==> config.mk <==
export PLATFORM = sky130hd
export DESIGN_NAME = prp_dot
export DESIGN_NICKNAME = d
export VERILOG_FILES = /design/src/hdl/prp_pkg.sv /design/src/hdl/prp_dot.sv
export SDC_FILE = /design/constraint.sdc
export NUM_CORES = 2
export LEC_CHECK = 0
export BUFFER_PORTS_ARGS = -buffer_cell sky130_fd_sc_hd__buf_2
export CORE_MARGIN = 10
export CORE_UTILIZATION = 50
export DETAILED_ROUTE_END_ITERATION = 12
export GPL_ROUTABILITY_DRIVEN = 0
export PLACE_DENSITY = 0.76
export SYNTH_ARGS = -nofsm -noshare
export SYNTH_HDL_FRONTEND = slang
export SYNTH_SLANG_ARGS = --single-unit
==> constraint.sdc <==
create_clock -name clk -period 9.15 [get_ports clk]
set_input_delay 1.3725 -clock clk [delete_from_list [all_inputs] [get_ports clk]]
set_output_delay 1.3725 -clock clk [all_outputs]
set_load 0.05 [all_outputs]
==> src/hdl/prp_pkg.sv <==
// prp_pkg.sv: shared constants, payload words, operand struct, Q1.14 sine table
// and quadrant fold for the point rotate / isometric projection pipeline.
// No dependencies.
package prp_pkg;

  localparam int COORD_WIDTH  = 32;
  localparam int FRAC_BITS    = 14;   // sine table below is Q1.14
  localparam int ANGLE_W      = 16;
  localparam int FULL_TURN    = 360;
  localparam int HALF_TURN    = 180;
  localparam int QUARTER_TURN = 90;
  localparam int ISO_DEG      = 30;
  localparam int DEG_W        = 9;
  localparam int SIN_IDX_W    = 7;
  localparam int COEF_W       = FRAC_BITS + 2;       // holds +/- 2^FRAC_BITS
  localparam int OPND_W       = COORD_WIDTH + 1;     // x+y, x-y, -z
  localparam int PROD_W       = OPND_W + COEF_W;
  localparam int ACC_W        = PROD_W + 2;
  localparam int NSTAGE       = 6;

  // angle mod 360 by reciprocal multiply on the biased (unsigned) angle
  localparam int QUOT_W      = ANGLE_W - 8;
  localparam int RECIP_SHIFT = ANGLE_W + 9;
  localparam int RECIP_W     = RECIP_SHIFT - 8;
  localparam int RECIP       = ((1 << RECIP_SHIFT) + FULL_TURN - 1) / FULL_TURN;
  localparam int ANGLE_BIAS  = (1 << (ANGLE_W - 1)) % FULL_TURN;

  typedef enum logic [1:0] {
    ACT_ROT_X = 2'd0,
    ACT_ROT_Y = 2'd1,
    ACT_ROT_Z = 2'd2,
    ACT_ISO   = 2'd3
  } action_t;

  typedef struct packed {
    action_t                         action;
    logic signed [ANGLE_W-1:0]       angle_deg;
    logic signed [COORD_WIDTH-1:0]   x_in;
    logic signed [COORD_WIDTH-1:0]   y_in;
    logic signed [COORD_WIDTH-1:0]   z_in;
  } prp_in_t;

  typedef struct packed {
    logic signed [COORD_WIDTH-1:0]   x_out;
    logic signed [COORD_WIDTH-1:0]   y_out;
    logic signed [COORD_WIDTH-1:0]   z_out;
  } prp_out_t;

  // one lane: a*ca + b*cb + add*2^FRAC_BITS
  typedef struct packed {
    logic signed [OPND_W-1:0] a;
    logic signed [COEF_W-1:0] ca;
    logic signed [OPND_W-1:0] b;
    logic signed [COEF_W-1:0] cb;
    logic signed [OPND_W-1:0] add;
  } dot_opnd_t;

  // round(sin(d deg) * 2^14), d = 0..90
  function automatic logic signed [COEF_W-1:0] sin_tab(input logic [SIN_IDX_W-1:0] idx);
    int v;
    case (idx)
      0: v = 0;         1: v = 286;       2: v = 572;       3: v = 857;       4: v = 1143;
      5: v = 1428;      6: v = 1713;      7: v = 1997;      8: v = 2280;      9: v = 2563;
      10: v = 2845;     11: v = 3126;     12: v = 3406;     13: v = 3686;     14: v = 3964;
      15: v = 4240;     16: v = 4516;     17: v = 4790;     18: v = 5063;     19: v = 5334;
      20: v = 5604;     21: v = 5872;     22: v = 6138;     23: v = 6402;     24: v = 6664;
      25: v = 6924;     26: v = 7182;     27: v = 7438;     28: v = 7692;     29: v = 7943;
      30: v = 8192;     31: v = 8438;     32: v = 8682;     33: v = 8923;     34: v = 9162;
      35: v = 9397;     36: v = 9630;     37: v = 9860;     38: v = 10087;    39: v = 10311;
      40: v = 10531;    41: v = 10749;    42: v = 10963;    43: v = 11174;    44: v = 11381;
      45: v = 11585;    46: v = 11786;    47: v = 11982;    48: v = 12176;    49: v = 12365;
      50: v = 12551;    51: v = 12733;    52: v = 12911;    53: v = 13085;    54: v = 13255;
      55: v = 13421;    56: v = 13583;    57: v = 13741;    58: v = 13894;    59: v = 14044;
      60: v = 14189;    61: v = 14330;    62: v = 14466;    63: v = 14598;    64: v = 14726;
      65: v = 14849;    66: v = 14968;    67: v = 15082;    68: v = 15191;    69: v = 15296;
      70: v = 15396;    71: v = 15491;    72: v = 15582;    73: v = 15668;    74: v = 15749;
      75: v = 15826;    76: v = 15897;    77: v = 15964;    78: v = 16026;    79: v = 16083;
      80: v = 16135;    81: v = 16182;    82: v = 16225;    83: v = 16262;    84: v = 16294;
      85: v = 16322;    86: v = 16344;    87: v = 16362;    88: v = 16374;    89: v = 16382;
      90: v = 16384;
      default: v = 0;
    endcase
    return COEF_W'(v);
  endfunction

  // sine of 0..359 degrees by quadrant symmetry
  function automatic logic signed [COEF_W-1:0] rom_sin(input logic [DEG_W-1:0] deg);
    logic [DEG_W-1:0] fold;
    logic             neg;
    if (deg <= DEG_W'(QUARTER_TURN)) begin
      fold = deg;
      neg  = 1'b0;
    end else if (deg <= DEG_W'(HALF_TURN)) begin
      fold = DEG_W'(HALF_TURN) - deg;
      neg  = 1'b0;
    end else if (deg <= DEG_W'(HALF_TURN + QUARTER_TURN)) begin
      fold = deg - DEG_W'(HALF_TURN);
      neg  = 1'b1;
    end else begin
      fold = DEG_W'(FULL_TURN) - deg;
      neg  = 1'b1;
    end
    return neg ? -sin_tab(SIN_IDX_W'(fold)) : sin_tab(SIN_IDX_W'(fold));
  endfunction

  localparam logic signed [COEF_W-1:0] ISO_SIN = sin_tab(SIN_IDX_W'(ISO_DEG));
  localparam logic signed [COEF_W-1:0] ISO_COS = sin_tab(SIN_IDX_W'(QUARTER_TURN - ISO_DEG));

endpackage

==> src/hdl/prp_dot.sv <==
// prp_dot.sv: one output lane: two products, sum with scaled addend, then
// truncate toward zero and saturate. Three stages. Depends on prp_pkg.
module prp_dot (
  input  logic                                    clk,
  input  logic [2:0]                              en,
  input  prp_pkg::dot_opnd_t                      opnd,
  output logic signed [prp_pkg::COORD_WIDTH-1:0]  res
);
  import prp_pkg::*;

  localparam int QW = ACC_W - FRAC_BITS;
  localparam logic signed [QW-1:0] SAT_MAX =
    {{(QW - COORD_WIDTH + 1){1'b0}}, {(COORD_WIDTH - 1){1'b1}}};
  localparam logic signed [QW-1:0] SAT_MIN = ~SAT_MAX;

  logic signed [PROD_W-1:0]      pa_r;
  logic signed [PROD_W-1:0]      pb_r;
  logic signed [OPND_W-1:0]      add4_r;
  logic signed [ACC_W-1:0]       acc_r;
  logic signed [QW-1:0]          qfl;
  logic                          rnd;
  logic signed [QW-1:0]          qt;
  logic signed [COORD_WIDTH-1:0] res_nxt;
  logic signed [COORD_WIDTH-1:0] res_r;

  // floor, plus one when negative with a nonzero fraction
  assign qfl = acc_r[ACC_W-1:FRAC_BITS];
  assign rnd = acc_r[ACC_W-1] && (|acc_r[FRAC_BITS-1:0]);
  assign qt  = qfl + $signed({{(QW-1){1'b0}}, rnd});

  always_comb begin
    if (qt > SAT_MAX) begin
      res_nxt = SAT_MAX[COORD_WIDTH-1:0];
    end else if (qt < SAT_MIN) begin
      res_nxt = SAT_MIN[COORD_WIDTH-1:0];
    end else begin
      res_nxt = qt[COORD_WIDTH-1:0];
    end
  end

  always_ff @(posedge clk) begin
    if (en[0]) begin
      pa_r   <= opnd.a * opnd.ca;
      pb_r   <= opnd.b * opnd.cb;
      add4_r <= opnd.add;
    end
    if (en[1]) begin
      acc_r <= ACC_W'(pa_r) + ACC_W'(pb_r) + (ACC_W'(add4_r) <<< FRAC_BITS);
    end
    if (en[2]) begin
      res_r <= res_nxt;
    end
  end

  assign res = res_r;

endmodule

Word-level counts from Yosys, hierarchy flattened
Cells that the tools add are included.
Word-level totals
  bits in registers: 214
  input bits: 135
  output and inout bits: 32
  word-level logic and storage cells: 15
Operators by class
  add/subtract/negate cells: 3
  multipliers: 2
  $lt $le $gt $ge: 2
  muxes and demuxes: 1
  reductions and logical operators: 2
Operators by type and width (number)
  33-bit by 16-bit multiplier with 49-bit output: 2
  50-bit by 47-bit adder with 51-bit output: 1
  49-bit by 49-bit adder with 50-bit output: 1
  37-bit by 2-bit adder with 37-bit output: 1
  37-bit by 32-bit > comparator with 1-bit output, second input constant: 1
  37-bit by 32-bit < comparator with 1-bit output, second input constant: 1
  32-bit two-way mux: 1
  14-bit OR reduction: 1
  1-bit logical AND: 1

Depth between registers and ports, before layout
  depth in word-level cells: 5
  mapped depth: 25
  mapped depth without buffers: 24

Worst setup path after synthesis
No wires, ideal clock.
  kind: input -> register
  start: in opnd[83] (netlist bit)
  end: reg pa_r[47], data pin
  setup time: 0.258 ns
  data arrival time: 7.292 ns
  setup slack: 1.600 ns
  cell stages on the path: 23
  cell sequence: clkbuf_1 -> nand2_1 -> fa_1 -> fa_1 -> fa_1 -> inv_1 -> fa_1 -> fa_1 -> inv_1 -> fa_1 -> inv_1 -> ha_1 -> buf_6 -> a21o_1 -> a21o_1 -> a2111o_1 -> a2111o_1 -> a31oi_4 -> nor3_2 -> a21oi_4 -> o21ai_2 -> a311o_1 -> xor2_1
On the way
  longest elaborated chain between the ends: 1
Ends and longest elaborated chain
  from (decl): line prp_dot.sv:6  | input prp_pkg::dot_opnd_t opnd,
  33-bit by 16-bit multiplier with 49-bit output: line prp_dot.sv:43  | pa_r <= opnd.a * opnd.ca;
  to (signal assigned): line prp_dot.sv:43
  to (decl): line prp_dot.sv:16  | logic signed [PROD_W-1:0] pa_r;
No other way between the ends.
A chain may end at the register's enable or synchronous reset.

Worst setup path in the final report
  start: in opnd[89] (netlist bit)
  end: reg pa_r[48], data pin
Same word-level chain as after synthesis.

==> impl_metrics.yaml <==
run_status:
  status: "finished clean"
floorplanning:
  die_y_um: 326.9
  rows: 112
  start_util_pct: 50.45
  die_area_mm2: 0.1068
  die_w_um: 326.9
  io_pins: 167
  fp.coreArea_mm2: 0.09333
synth:
  synthFlopType: "edfxtp_1"
  ys_warn_count: 0
  synth_cell_types: 74
  ys_top_cells_by_area: "fa_1, edfxtp_1, inv_1"
  ys_seq_elements: 214
  synth.top_cell.area_share_pct: 44.05
  postSynthCellCount: 4893
  syn_nets: 6361
  synth.most_common_cell: "inv_1"
  synth_top_area_cell: "fa_1"
  yosys-top-cells-count: "inv_1, fa_1, nand2_1"
  synth_area_mm2: 0.04708
  ys_seq_area_share_pct: 13.65
  async_flop_share_pct: 0
  synth_edf_count: 214
  avgSynthCellArea_um2: 9.622
drt:
  wl_per_cell_um: 18.33
  ant_nets: 0
  vias_per_cell: 5.428
  drt_pass1_iterations: 6
  drc: 0
  wirelength_um: 113000
  via_count: 33450
  drt_iter0_drc: 2134
sta:
  setup_viol: 0
  drv_slew: 0
  rsz0062_at_grt: "no"
  hold_viol_final: 0
  relSlewSlack_pct: 38.53
  finalClockSkew_ns: 0.01656
  finalSetupTns_ns: 0
  fmax_mhz: 124.7
  min_period_over_period_pct: 87.62
  post-route-min-period_ns: 8.017
  tightest_slew_ns: 0.9124
worst_hold_path:
  hp-class: "register to register"
finish:
  final_net_count: 6364
  drive_gt1_share_pct: 4.666
  area_delta_synth_final_pct: 5.193
global_routing:
  grt_pass1_vias: 36480
  grt_usage_pct: 21.55
  grt_max_degree: 70
  antenna_found_initial: 2
  grt_pass1_wl_um: 185700
  overflow: 0
clock_network:
  path_clk_slew_ns: 0.07
  cts_tree: "yes"
  cts_buffer_depth: 3
  cts_root_buffer: "clkbuf_16"
  cts_hold_buffers: 0
  h-tree-depth: 1
  cts_num_sinks: 214
  clock_latency_ns: 0.51
  post_cts_buffers: 0
  cts_made_buffers: 19
  cts_resized: 0
worst_setup_path:
  crit_type: "input port to register"
  cp-start-kind: "input port"
  end_kind: "register"
  cp_max_fo: 33
  critPathArrivalTime_ns: 8.35
  crit_required_ns: 9.49
job:
  drv_cap: 0
placed_design:
  post-dp-hpwl_um: 92050
  numPortBuffers: 166
placed cells by master, fill, tap and decap left out, types with 18 or more instances in the layout:
| master | count |
|---|---|
| a21o_1 | 75 |
| a21oi_1 | 123 |
| and2_1 | 426 |
| and3_1 | 18 |
| buf_2 | 165 |
| clkbuf_16 | 19 |
| edfxtp_1 | 214 |
| fa_1 | 1036 |
| ha_1 | 297 |
| inv_1 | 1135 |
| nand2_1 | 645 |
| nand2b_1 | 23 |
| nand3_1 | 41 |
| nand4_1 | 32 |
| nor2_1 | 134 |
| nor3_1 | 24 |
| o21ai_0 | 98 |
| o21bai_1 | 19 |
| xnor2_1 | 109 |
| xor2_1 | 68 |
path summary, 6_finish.rpt:
kind                  startpoint                     to  slack (ns)  depth (start not counted)
max                     opnd[89]     pa_r[48]$_DFFE_PP_        1.13                         22
min            pb_r[0]$_DFFE_PP_     acc_r[0]$_DFFE_PP_        0.58                          1
max reg2reg  acc_r[50]$_DFFE_PP_  res[11]$_SDFFCE_PN1P_        4.74                         13
min reg2reg    pb_r[0]$_DFFE_PP_     acc_r[0]$_DFFE_PP_        0.58                          1
critical path, stage by stage:
cell and delay (ns):
buf_2 0.57, nand2_1 0.18, fa_1 0.58, inv_1 0.06, fa_1 0.51, fa_1 0.50
fa_1 0.52, fa_1 0.50, inv_1 0.05, fa_1 0.47, inv_1 0.05, ha_1 0.37
a21o_1 0.19, a21oi_1 0.21, o2111ai_1 0.14, a211oi_1 0.46, o21ai_0 0.30, a31oi_1 0.41
o21ai_1 0.21, a31o_2 0.32, and4_1 0.20, nor3_1 0.18
through the flow:
step           cell area [µm²]  instances  setup slack (ns)  util (%)  hold WS (ns)
2_1_floorplan            47080       4893             1.600         -        0.5128
3_3_place_gp             48820       6129            0.8837     52.31        0.5454
3_5_place_dp             48820       6129            0.7089     52.31        0.5756
4_1_cts                  49520       6162             1.207     53.06        0.5949
5_1_grt                  49520       6162            0.7163     53.06        0.6105
6_report                 49530       6163             1.133     53.06        0.5810
kinds of logic after synthesis:
family                     share of synthesized area (%)
and+or+nand+nor                                    14.19
xor gates and xnor gates                           3.293
DFF                                                13.65
adders and majority gates                          51.95
AOI/OAI and AO/OA                                  6.307
buffers and inverters                              10.61
cell type report:
type                       count  area (µm²)
antenna                        1       2.502
clock buffer                  19       475.5
clock inverter                14       222.7
fill                        8299       43800
inverter                    1136        4264
multi-input combinational   3350       35660
sequential                   214        6426
tap                         1254        1569
timing repair buffer         175       904.6
flip-flops by register name (all words and copies together) (netlist names):
register,flops
pa_r,49
pb_r,49
acc_r,51
res,32
add4_r,33
routing by layer:
layer	routed length (µm)	track usage, %	share of wire (%)
met2	56840	37.46	50
met4	6189	10.10	5.5
met1	42960	26.43	38
met5	0	0	0
met3	7007	2.827	6.2
Power is not shown: default switching activity piles up to over one toggle a cycle in this logic, so the estimate is an artifact.
